`src/rtl/core/rlsm_pkg.sv`:
```
// ----------------------------------------------------------------------------
// rlsm_pkg
// Shared constants and the exp fraction table generator for the activation unit.
// ----------------------------------------------------------------------------
package rlsm_pkg;

  localparam int COLUMN_DEPTH_DEF   = 16;
  localparam int EXP_TABLE_SIZE_DEF = 64;

  localparam logic [1:0] MODE_RELU    = 2'd0;
  localparam logic [1:0] MODE_LEAKY   = 2'd1;
  localparam logic [1:0] MODE_SOFTMAX = 2'd2;

  localparam logic [0:0] CFG_MODE  = 1'b0;
  localparam logic [0:0] CFG_SLOPE = 1'b1;

  localparam logic [15:0] SLOPE_RESET = 16'd655;
  localparam logic [16:0] LOG2E_Q16   = 17'd94548;
  localparam longint unsigned LN2_Q30 = 64'd744261118;

  // floor(a / b) by shift and subtract, table build only
  function automatic longint unsigned udiv64(input longint unsigned a,
                                             input longint unsigned b);
    longint unsigned rem;
    longint unsigned q;
    rem = 64'd0;
    q   = 64'd0;
    for (int j = 63; j >= 0; j--) begin
      rem = (rem << 1) | ((a >> j) & 64'd1);
      q   = q << 1;
      if (rem >= b) begin
        rem = rem - b;
        q   = q | 64'd1;
      end
    end
    return q;
  endfunction

  // 2^-x series in Q30, x already scaled, result in Q16
  function automatic logic [16:0] exp_entry(input longint unsigned x);
    longint unsigned sum;
    longint unsigned term;
    sum  = 64'd1 << 30;
    term = 64'd1 << 30;
    for (int i = 1; i <= 24; i++) begin
      term = udiv64((term * x) >> 30, longint'(i));
      if (i[0]) sum = sum - term;
      else sum = sum + term;
    end
    return 17'((sum + 64'd8192) >> 14);
  endfunction

endpackage

```
`src/rtl/core/relu_leaky_softmax_activation_unit.sv`:
```
// ----------------------------------------------------------------------------
// relu_leaky_softmax_activation_unit
// ReLU, leaky ReLU and column softmax on signed Q8.8 elements.
// ----------------------------------------------------------------------------
// Input transactions carry in_sample and in_end_of_column; output transactions
// carry out_activation, out_final_res and out_overflow. cfg_we writes mode
// (index 0) or leak_slope (index 1); the user must write them only while the
// unit is idle, which the unit itself does not enforce.
// ReLU modes: one result per input, registered, in the cycle after acceptance;
// one transaction per cycle when the receiver keeps out_ready high.
// Softmax: each element is written to the column RAM with no result. The
// end-marked element starts an exp pass over the stored elements (RAM read,
// log2(e) multiply, table lookup and accumulate), a reciprocal, then an output
// pass per element (RAM read, multiply, output register).
// Elements past COLUMN_DEPTH are dropped and flag out_overflow.
// Reset restores mode and slope defaults and clears count, running max and
// overflow; no RAM clear.
// A stalled receiver holds the output register and halts the sequencer.
// ----------------------------------------------------------------------------
module relu_leaky_softmax_activation_unit #(
  parameter int COLUMN_DEPTH   = rlsm_pkg::COLUMN_DEPTH_DEF,
  parameter int EXP_TABLE_SIZE = rlsm_pkg::EXP_TABLE_SIZE_DEF
) (
  input  logic               clk,
  input  logic               rst_n,
  input  logic               in_valid,
  output logic               in_ready,
  input  logic signed [15:0] in_sample,
  input  logic               in_end_of_column,
  output logic               out_valid,
  input  logic               out_ready,
  output logic signed [16:0] out_activation,
  output logic               out_final_res,
  output logic               out_overflow,
  input  logic               cfg_we,
  input  logic [0:0]         cfg_index,
  input  logic [15:0]        cfg_wdata
);

  localparam int AW = $clog2(COLUMN_DEPTH);
  localparam int CW = $clog2(COLUMN_DEPTH + 1);
  localparam int IW = $clog2(EXP_TABLE_SIZE);
  localparam int SW = 17 + AW;

  typedef enum logic [2:0] {
    S_IDLE, S_RD, S_MUL, S_EXP, S_DIV, S_ORD, S_OMUL, S_OUT
  } state_t;

  state_t state_r;
  logic [1:0]  mode_r;
  logic [15:0] slope_r;
  logic [CW-1:0] count_r;
  logic signed [15:0] max_r;
  logic ovf_r;
  logic [AW-1:0] idx_r;
  logic [32:0] p_r;
  logic [SW-1:0] sum_r;
  logic [16:0] recip_r;
  logic [33:0] prod_r;
  logic div_start_r;
  logic out_valid_r;
  logic signed [16:0] out_act_r;
  logic out_final_r;
  logic out_ovf_r;

  logic [16:0] exp_tbl [EXP_TABLE_SIZE];
  for (genvar k = 0; k < EXP_TABLE_SIZE; k++) begin : g_tbl
    localparam longint unsigned XK =
      (longint'(k) * rlsm_pkg::LN2_Q30) / longint'(EXP_TABLE_SIZE);
    localparam logic [16:0] EK = rlsm_pkg::exp_entry(XK);
    assign exp_tbl[k] = EK;
  end

  logic in_acc;
  logic out_free;
  logic col_we;
  logic [15:0] col_rdata;
  logic [16:0] e_rdata;
  logic signed [16:0] diff;
  logic [32:0] fi;
  logic [IW-1:0] tidx;
  logic [16:0] e_val;
  logic [16:0] leaky_mag;
  logic [32:0] leaky_prod;
  logic [16:0] leaky_q;
  logic div_done;
  logic [16:0] quot;
  logic [CW-1:0] count_inc;
  logic last_idx;

  assign out_free  = !out_valid_r || out_ready;
  assign in_ready  = (state_r == S_IDLE) && out_free;
  assign in_acc    = in_valid && in_ready;
  assign col_we    = in_acc && (mode_r == rlsm_pkg::MODE_SOFTMAX) &&
                     (count_r < CW'(COLUMN_DEPTH));
  assign count_inc = count_r + CW'(1);
  assign last_idx  = (CW'(idx_r) == count_r - CW'(1));

  assign diff = 17'(max_r) - 17'($signed(col_rdata));
  assign fi   = {9'd0, p_r[23:0]} * 33'(EXP_TABLE_SIZE);
  assign tidx = fi[24 +: IW];
  assign e_val = (p_r[32:24] >= 9'd17) ? 17'd0 : (exp_tbl[tidx] >> p_r[28:24]);

  assign leaky_mag  = 17'd0 - 17'(in_sample);
  assign leaky_prod = {16'd0, leaky_mag} * {17'd0, slope_r};
  assign leaky_q    = 17'((leaky_prod + 33'd65535) >> 16);

  rlsm_ram #(.WIDTH(16), .DEPTH(COLUMN_DEPTH)) u_col_ram (
    .clk   (clk),
    .we    (col_we),
    .waddr (count_r[AW-1:0]),
    .wdata (in_sample),
    .raddr (idx_r),
    .rdata (col_rdata)
  );

  rlsm_ram #(.WIDTH(17), .DEPTH(COLUMN_DEPTH)) u_exp_ram (
    .clk   (clk),
    .we    (state_r == S_EXP),
    .waddr (idx_r),
    .wdata (e_val),
    .raddr (idx_r),
    .rdata (e_rdata)
  );

  rlsm_div #(.SW(SW)) u_div (
    .clk     (clk),
    .rst_n   (rst_n),
    .start   (div_start_r),
    .divisor (sum_r),
    .done    (div_done),
    .quot    (quot)
  );

  always_ff @(posedge clk) begin
    if (!rst_n) begin
      state_r     <= S_IDLE;
      mode_r      <= rlsm_pkg::MODE_RELU;
      slope_r     <= rlsm_pkg::SLOPE_RESET;
      count_r     <= '0;
      max_r       <= 16'sh8000;
      ovf_r       <= 1'b0;
      idx_r       <= '0;
      div_start_r <= 1'b0;
      out_valid_r <= 1'b0;
    end else begin
      div_start_r <= 1'b0;
      if (cfg_we) begin
        case (cfg_index)
          rlsm_pkg::CFG_MODE:  mode_r  <= cfg_wdata[1:0];
          rlsm_pkg::CFG_SLOPE: slope_r <= cfg_wdata;
          default: ;
        endcase
      end
      if (out_valid_r && out_ready) begin
        out_valid_r <= 1'b0;
      end
      case (state_r)
        S_IDLE: begin
          if (in_acc) begin
            if (mode_r != rlsm_pkg::MODE_SOFTMAX) begin
              out_valid_r <= 1'b1;
              out_final_r <= 1'b0;
              out_ovf_r   <= 1'b0;
              if (in_sample > 16'sd0) out_act_r <= 17'(in_sample);
              else if (mode_r == rlsm_pkg::MODE_LEAKY) out_act_r <= 17'd0 - leaky_q;
              else out_act_r <= '0;
            end else begin
              if (col_we) begin
                count_r <= count_inc;
                if (in_sample > max_r) max_r <= in_sample;
              end else begin
                ovf_r <= 1'b1;
              end
              if (in_end_of_column) begin
                idx_r   <= '0;
                sum_r   <= '0;
                state_r <= S_RD;
              end
            end
          end
        end
        S_RD:  state_r <= S_MUL;
        S_MUL: begin
          p_r     <= {17'd0, diff[15:0]} * {16'd0, rlsm_pkg::LOG2E_Q16};
          state_r <= S_EXP;
        end
        S_EXP: begin
          sum_r <= sum_r + SW'(e_val);
          if (last_idx) begin
            div_start_r <= 1'b1;
            state_r     <= S_DIV;
          end else begin
            idx_r   <= idx_r + AW'(1);
            state_r <= S_RD;
          end
        end
        S_DIV: begin
          if (div_done) begin
            recip_r <= quot;
            idx_r   <= '0;
            state_r <= S_ORD;
          end
        end
        S_ORD: state_r <= S_OMUL;
        S_OMUL: begin
          prod_r  <= {17'd0, e_rdata} * {17'd0, recip_r};
          state_r <= S_OUT;
        end
        S_OUT: begin
          if (out_free) begin
            out_valid_r <= 1'b1;
            out_final_r <= last_idx;
            out_ovf_r   <= ovf_r;
            if (prod_r[33:16] == 18'd0) out_act_r <= 17'd1;
            else if (prod_r[33:32] != 2'd0) out_act_r <= 17'd65535;
            else out_act_r <= {1'b0, prod_r[31:16]};
            if (last_idx) begin
              count_r <= '0;
              max_r   <= 16'sh8000;
              ovf_r   <= 1'b0;
              state_r <= S_IDLE;
            end else begin
              idx_r   <= idx_r + AW'(1);
              state_r <= S_ORD;
            end
          end
        end
        default: state_r <= S_IDLE;
      endcase
    end
  end

  assign out_valid      = out_valid_r;
  assign out_activation = out_act_r;
  assign out_final_res  = out_final_r;
  assign out_overflow   = out_ovf_r;

endmodule

```
`src/rtl/core/rlsm_ram.sv`:
```
// ----------------------------------------------------------------------------
// rlsm_ram
// Generic single-write, single-read RAM with registered read data.
// ----------------------------------------------------------------------------
module rlsm_ram #(
  parameter int WIDTH = 16,
  parameter int DEPTH = 16
) (
  input  logic                     clk,
  input  logic                     we,
  input  logic [$clog2(DEPTH)-1:0] waddr,
  input  logic [WIDTH-1:0]         wdata,
  input  logic [$clog2(DEPTH)-1:0] raddr,
  output logic [WIDTH-1:0]         rdata
);

  logic [WIDTH-1:0] mem [DEPTH];

  always_ff @(posedge clk) begin
    if (we) begin
      mem[waddr] <= wdata;
    end
    rdata <= mem[raddr];
  end

endmodule

```
`src/rtl/core/rlsm_div.sv`:
```
// ----------------------------------------------------------------------------
// rlsm_div
// Restoring divider computing floor(2^32 / divisor), one quotient bit per cycle.
// ----------------------------------------------------------------------------
module rlsm_div #(
  parameter int SW = 21
) (
  input  logic          clk,
  input  logic          rst_n,
  input  logic          start,
  input  logic [SW-1:0] divisor,
  output logic          done,
  output logic [16:0]   quot
);

  logic [SW-1:0] rem_r;
  logic [16:0]   quot_r;
  logic [5:0]    cnt_r;
  logic          busy_r;
  logic          done_r;
  logic [SW:0]   shifted;
  logic          ge;

  assign shifted = {rem_r, (cnt_r == 6'd0)};
  assign ge      = shifted >= {1'b0, divisor};

  always_ff @(posedge clk) begin
    if (!rst_n) begin
      busy_r <= 1'b0;
      done_r <= 1'b0;
      cnt_r  <= '0;
    end else begin
      done_r <= 1'b0;
      if (start) begin
        busy_r <= 1'b1;
        cnt_r  <= '0;
        rem_r  <= '0;
        quot_r <= '0;
      end else if (busy_r) begin
        rem_r  <= ge ? SW'(shifted - {1'b0, divisor}) : shifted[SW-1:0];
        quot_r <= {quot_r[15:0], ge};
        cnt_r  <= cnt_r + 6'd1;
        if (cnt_r == 6'd32) begin
          busy_r <= 1'b0;
          done_r <= 1'b1;
        end
      end
    end
  end

  assign done = done_r;
  assign quot = quot_r;

endmodule

```
`config.mk`:
```
export PLATFORM = sky130hd
export DESIGN_NAME = relu_leaky_softmax_activation_unit
export DESIGN_NICKNAME = d
export VERILOG_FILES = /design/src/rtl/core/rlsm_pkg.sv /design/src/rtl/core/relu_leaky_softmax_activation_unit.sv /design/src/rtl/core/rlsm_ram.sv /design/src/rtl/core/rlsm_div.sv
export SDC_FILE = /design/constraint.sdc
export NUM_CORES = 2
export LEC_CHECK = 0
export BUFFER_PORTS_ARGS = -buffer_cell sky130_fd_sc_hd__buf_2
export CAP_MARGIN = 20
export CORE_UTILIZATION = 30
export DETAILED_ROUTE_END_ITERATION = 10
export GPL_TIMING_DRIVEN = 0
export MAX_ROUTING_LAYER = met4
export PLACE_DENSITY = 0.5
export SETUP_SLACK_MARGIN = 0.3
export SKIP_CTS_REPAIR_TIMING = 1
export SLEW_MARGIN = 20
export SYNTH_ARGS = -nofsm -noshare
export SYNTH_HDL_FRONTEND = slang
export SYNTH_HIERARCHICAL = 1
export SYNTH_SLANG_ARGS = --single-unit
```
`constraint.sdc`:
```
create_clock -name clk -period 12.88 [get_ports clk]
set_input_delay 2.576 -clock clk [delete_from_list [all_inputs] [get_ports clk]]
set_output_delay 2.576 -clock clk [all_outputs]
set_load 0.02 [all_outputs]
```
==> Flow_metrics.wiki <==
{| class="wikitable"
! Metric !! Value
|-
| Run status || finished, final reports clean
|-
| Delay of the slowest critical-path stage || 570 ps
|-
| Remaining max-slew budget at the tightest pin || 35.6%
|-
| Endpoint required time on the critical path || 13270 ps
|-
| Number of pins exceeding their max-slew limit in the final report || 0
|-
| Number of antenna violations at the first check in global routing || 10
|-
| Worst Slack Setup Final || 764 ps
|-
| Combinational share of power || 42.5%
|-
| Max frequency || ~0.083 GHz
|-
| Min-delay worst type || reg2reg
|-
| Met3 capacity usage during global routing || 2.04%
|-
| Number of DRC violations after detailed-routing iteration 0 || approximately 2400
|-
| Clock skew || 49.4 ps
|-
| Time the worst path needs with I/O delays and setup || 12120 ps
|-
| Proportion of register bits with asynchronous set or reset after synthesis || 0%
|-
| Antenna-violating nets left || 0
|-
| Per-cell routed wire length || 20.4 um
|-
| Site Rows || ~160
|-
| Clock tree from TritonCTS || built
|-
| Relative contribution of the clock network to total power || 27.7%
|-
| Num ports || 60
|-
| Final-report hold violation count || 0
|-
| Cell-internal power || around 5.6 mW
|-
| Pin count of the biggest net entering global routing || 40
|-
| Met2 routing resource usage after global routing || 26.9%
|-
| Synthesized netlist net count || 5770
|-
| Setup repair after global routing missed its margin || no
|-
| Pre-CTS WS || -553 ps
|-
| CTS root buf || sky130_fd_sc_hd__clkbuf_16
|-
| Actual transition at the worst max-transition pin || 964 ps
|-
| Via count of the first global-routing pass || around 38000
|-
| Global router's overall resource usage || 17.1%
|-
| Count of endpoints failing setup in the final report || 0
|-
| Type of the setup path with the least slack || in2reg
|-
| Commonest register cell after synthesis || sky130_fd_sc_hd__edfxtp_1
|-
| MaxCap Viol Count || 0
|-
| Horizontal die dimension || 432 um
|-
| Critical path's slowest cell || sky130_fd_sc_hd__fa_1
|-
| Number of H-tree levels || 3
|-
| Highest fanout seen on the critical path || 19
|-
| Vias post-DR || 36470
|-
| Port Buffers || 59
|-
| HPWL after detailed placement || between 100000 and 150000 um
|-
| Utilization of the core after routing || 34.1%
|-
| Layout Area Growth over Synthesis || 12.7%
|-
| Full die area || 0.187 mm2
|-
| Sequential share of the synthesized area || 38.7%
|-
| Global-route wire length before repair || 236000 um
|-
| Final net count || 5967
|-
| Overflow left after global routing || 0
|-
| Critical Path Most Common Cell || sky130_fd_sc_hd__fa_1
|-
| Share of the clock period used by the worst path || between 90 and 100%
|-
| Synthesized instance count || 4797
|-
| Flip-flop and latch count after synthesis || 746
|-
| Clock insertion delay at the later pin of the skew report || 700 ps
|-
| Total number of clock tree sinks || 746
|-
| Top cells by area in the synthesized netlist || sky130_fd_sc_hd__edfxtp_1 35%, sky130_fd_sc_hd__fa_1 19%, sky130_fd_sc_hd__ha_1 9.4%
|-
| Global-route track usage on met1 || 23.0%
|-
| Global routing's busiest layer || met2
|-
| CP top delay family || adder cells
|-
| Power spent charging and discharging nets || between 3 and 4 mW
|-
| Core footprint || 0.183 mm2
|-
| Yosys warns || 6
|-
| Height of the die || ~430 um
|-
| Clock-pin slew reported for the worst setup and hold paths after clock tree synthesis || 60 ps
|-
| Element type at the critical path start || input pin
|-
| Maximum clock insertion buffer count || 3
|-
| Pleak || around 25 nW
|-
| Crit path buffers/inverters || 8
|-
| IR Drop Worst-Case VDD || roughly 0.00034 V
|-
| Number of CTS-inserted buffers || between 80 and 90
|-
| First-pass iteration count of the detailed router || 5
|-
| Initial Util || between 30 and 40%
|-
| Distinct cells, synth || 92
|-
| Number of flops mapped to enable cells by yosys || between 600 and 700
|-
| Type of element capturing the critical path || register
|-
| Fraction of final layout cells with drive strength greater than 1 || 9.73%
|-
| Register share of total power || between 20 and 30%
|-
| Data arrival, critical path || 12500 ps
|-
| Biggest area consumer among synthesized cells || sky130_fd_sc_hd__edfxtp_1
|-
| Vias per cell || 4.84
|-
| GP Congestion || roughly 0.92
|-
| Area share of the leading cell type in the synthesized netlist || 35.5%
|-
| Routed wire length || approximately 150000 um
|-
| DRC Markers || 0
|-
| Per-instance average area after synthesis || 11.6 um2
|-
| Post-synthesis instance area || 0.0555 mm2
|-
| Power per cell area || 143 mW/mm2
|-
| Switching Share || 36.8%
|}
==> cells in the final DEF (no fill, tap or decap), types with 24 or more instances in the layout <==
cell	n
sky130_fd_sc_hd__inv_1	686
sky130_fd_sc_hd__edfxtp_1	656
sky130_fd_sc_hd__nand2_1	533
sky130_fd_sc_hd__fa_1	515
sky130_fd_sc_hd__ha_1	419
sky130_fd_sc_hd__and2_1	268
sky130_fd_sc_hd__clkbuf_1	174
sky130_fd_sc_hd__nor2_1	155
sky130_fd_sc_hd__a21oi_1	137
sky130_fd_sc_hd__o21ai_0	129
sky130_fd_sc_hd__mux4_2	122
sky130_fd_sc_hd__dfxtp_1	90
sky130_fd_sc_hd__clkbuf_16	86
sky130_fd_sc_hd__xnor2_1	79
sky130_fd_sc_hd__buf_2	78
sky130_fd_sc_hd__a22oi_1	75
sky130_fd_sc_hd__nand3_1	68
sky130_fd_sc_hd__nor2b_1	49
sky130_fd_sc_hd__nor3_1	49
sky130_fd_sc_hd__xor2_1	48
sky130_fd_sc_hd__mux2i_1	31
sky130_fd_sc_hd__nand2b_1	31
sky130_fd_sc_hd__buf_4	27
sky130_fd_sc_hd__a21o_1	26
sky130_fd_sc_hd__nor2_2	26
sky130_fd_sc_hd__buf_6	25
sky130_fd_sc_hd__o21a_1	24
==> final cells by class <==
class | count | area, um2
multi-input cells | 3157 | 30900
diodes | 6 | 15.0
clock buffers | 113 | 2340
well taps | 2464 | 3080
plain buffers | 205 | 885
clock inverters | 37 | 512
inverters | 689 | 2590
flip-flops and latches | 746 | 21500
fillers | 18398 | 121000
repair buffers | 112 | 796
==> synth_stat cells, types with 21 or more instances <==
| cell type | n |
|---|---|
| sky130_fd_sc_hd__a22oi_1 | 75 |
| sky130_fd_sc_hd__nor2b_1 | 50 |
| sky130_fd_sc_hd__nand2b_1 | 31 |
| sky130_fd_sc_hd__xor2_1 | 50 |
| sky130_fd_sc_hd__mux4_2 | 122 |
| sky130_fd_sc_hd__nand3_1 | 68 |
| sky130_fd_sc_hd__o21a_1 | 25 |
| sky130_fd_sc_hd__edfxtp_1 | 656 |
| sky130_fd_sc_hd__and2_1 | 268 |
| sky130_fd_sc_hd__xnor2_1 | 79 |
| sky130_fd_sc_hd__inv_1 | 686 |
| sky130_fd_sc_hd__nand4_1 | 21 |
| sky130_fd_sc_hd__o21ai_0 | 129 |
| sky130_fd_sc_hd__mux2i_1 | 31 |
| sky130_fd_sc_hd__clkbuf_1 | 162 |
| sky130_fd_sc_hd__a211oi_1 | 25 |
| sky130_fd_sc_hd__ha_1 | 419 |
| sky130_fd_sc_hd__dfxtp_1 | 90 |
| sky130_fd_sc_hd__nand2_1 | 533 |
| sky130_fd_sc_hd__nor3_1 | 61 |
| sky130_fd_sc_hd__nor2_1 | 187 |
| sky130_fd_sc_hd__fa_1 | 515 |
| sky130_fd_sc_hd__a21oi_1 | 138 |
| sky130_fd_sc_hd__a21o_1 | 26 |
==> worst paths after layout <==
kind,from,endpoint,slack [ps],cells after the start
worst min-delay path,u_div/quot[16]$_SDFFCE_PP0P_,recip_r[16]$_DFFE_PP_,430,0
worst max-delay path,in_sample[0],out_activation[16]$_SDFFCE_PP0P_,760,33
worst min register to register,u_div/quot[16]$_SDFFCE_PP0P_,recip_r[16]$_DFFE_PP_,430,0
worst max register to register,max_r[0]$_SDFFE_PN0P_,p_r[32]$_DFFE_PP_,3920,34
==> kinds of logic after synthesis <==
| logic type | Yosys count | synth area share, % |
|---|---|---|
| buffers and inverters | 894 | 6.24 |
| multiplexers | 178 | 6.36 |
| AO/OA/AOI/OAI | 591 | 7.08 |
| flip-flops | 746 | 38.7 |
| AND/OR/NAND/NOR | 1325 | 11.6 |
| XOR/XNOR | 129 | 2.03 |
| adder cells (fa/ha/maj) | 934 | 28.0 |
==> sequential cells by signal (all words and copies together) (netlist names), 5 cells and up <==
register         count
recip_r             17
out_activation      17
u_col_ram/mem      256
u_col_ram/rdata     16
prod_r              18
count_r              5
u_div/rem_r         21
p_r                 15
slope_r             16
u_div/cnt_r          6
u_exp_ram/mem      272
u_div/quot          17
sum_r               21
u_exp_ram/rdata     17
max_r               16
==> metrics by stage <==
step | TNS (ps) | power (mW) | hold WS [ps] | instance area [um2] | std cells
after floorplan | 0 | 5.58 | 400 | 55500 | 4797
after global placement | -1290 | 6.47 | 421 | 58900 | 7320
after detailed placement | -1390 | 6.50 | 422 | 59700 | 7373
after CTS | 0 | 9.02 | 436 | 62500 | 7523
after global routing | 0 | 9.55 | 442 | 62600 | 7528
final | 0 | 8.92 | 427 | 62600 | 7529
==> power groups by stage <==
stage | logic [mW] | registers (mW) | clock network, mW
3_5_place_dp | 3.78 | 2.72 | 0
6_report | 3.79 | 2.67 | 2.47
5_1_grt | 4.26 | 2.66 | 2.62
3_3_place_gp | 3.75 | 2.72 | 0
2_1_floorplan | 2.87 | 2.71 | 0
4_1_cts | 3.81 | 2.66 | 2.54
==> routing by layer <==
metal	share of wire (%)	vias to the layer above	routed length (um)
met3	4.7	185	7140
met1	46	18625	69900
met4	2.8	0	4270
met5	0	-	0
met2	47	848	72200
li1	-	16812	-
Note: power is estimated with default switching activity, not from simulation.
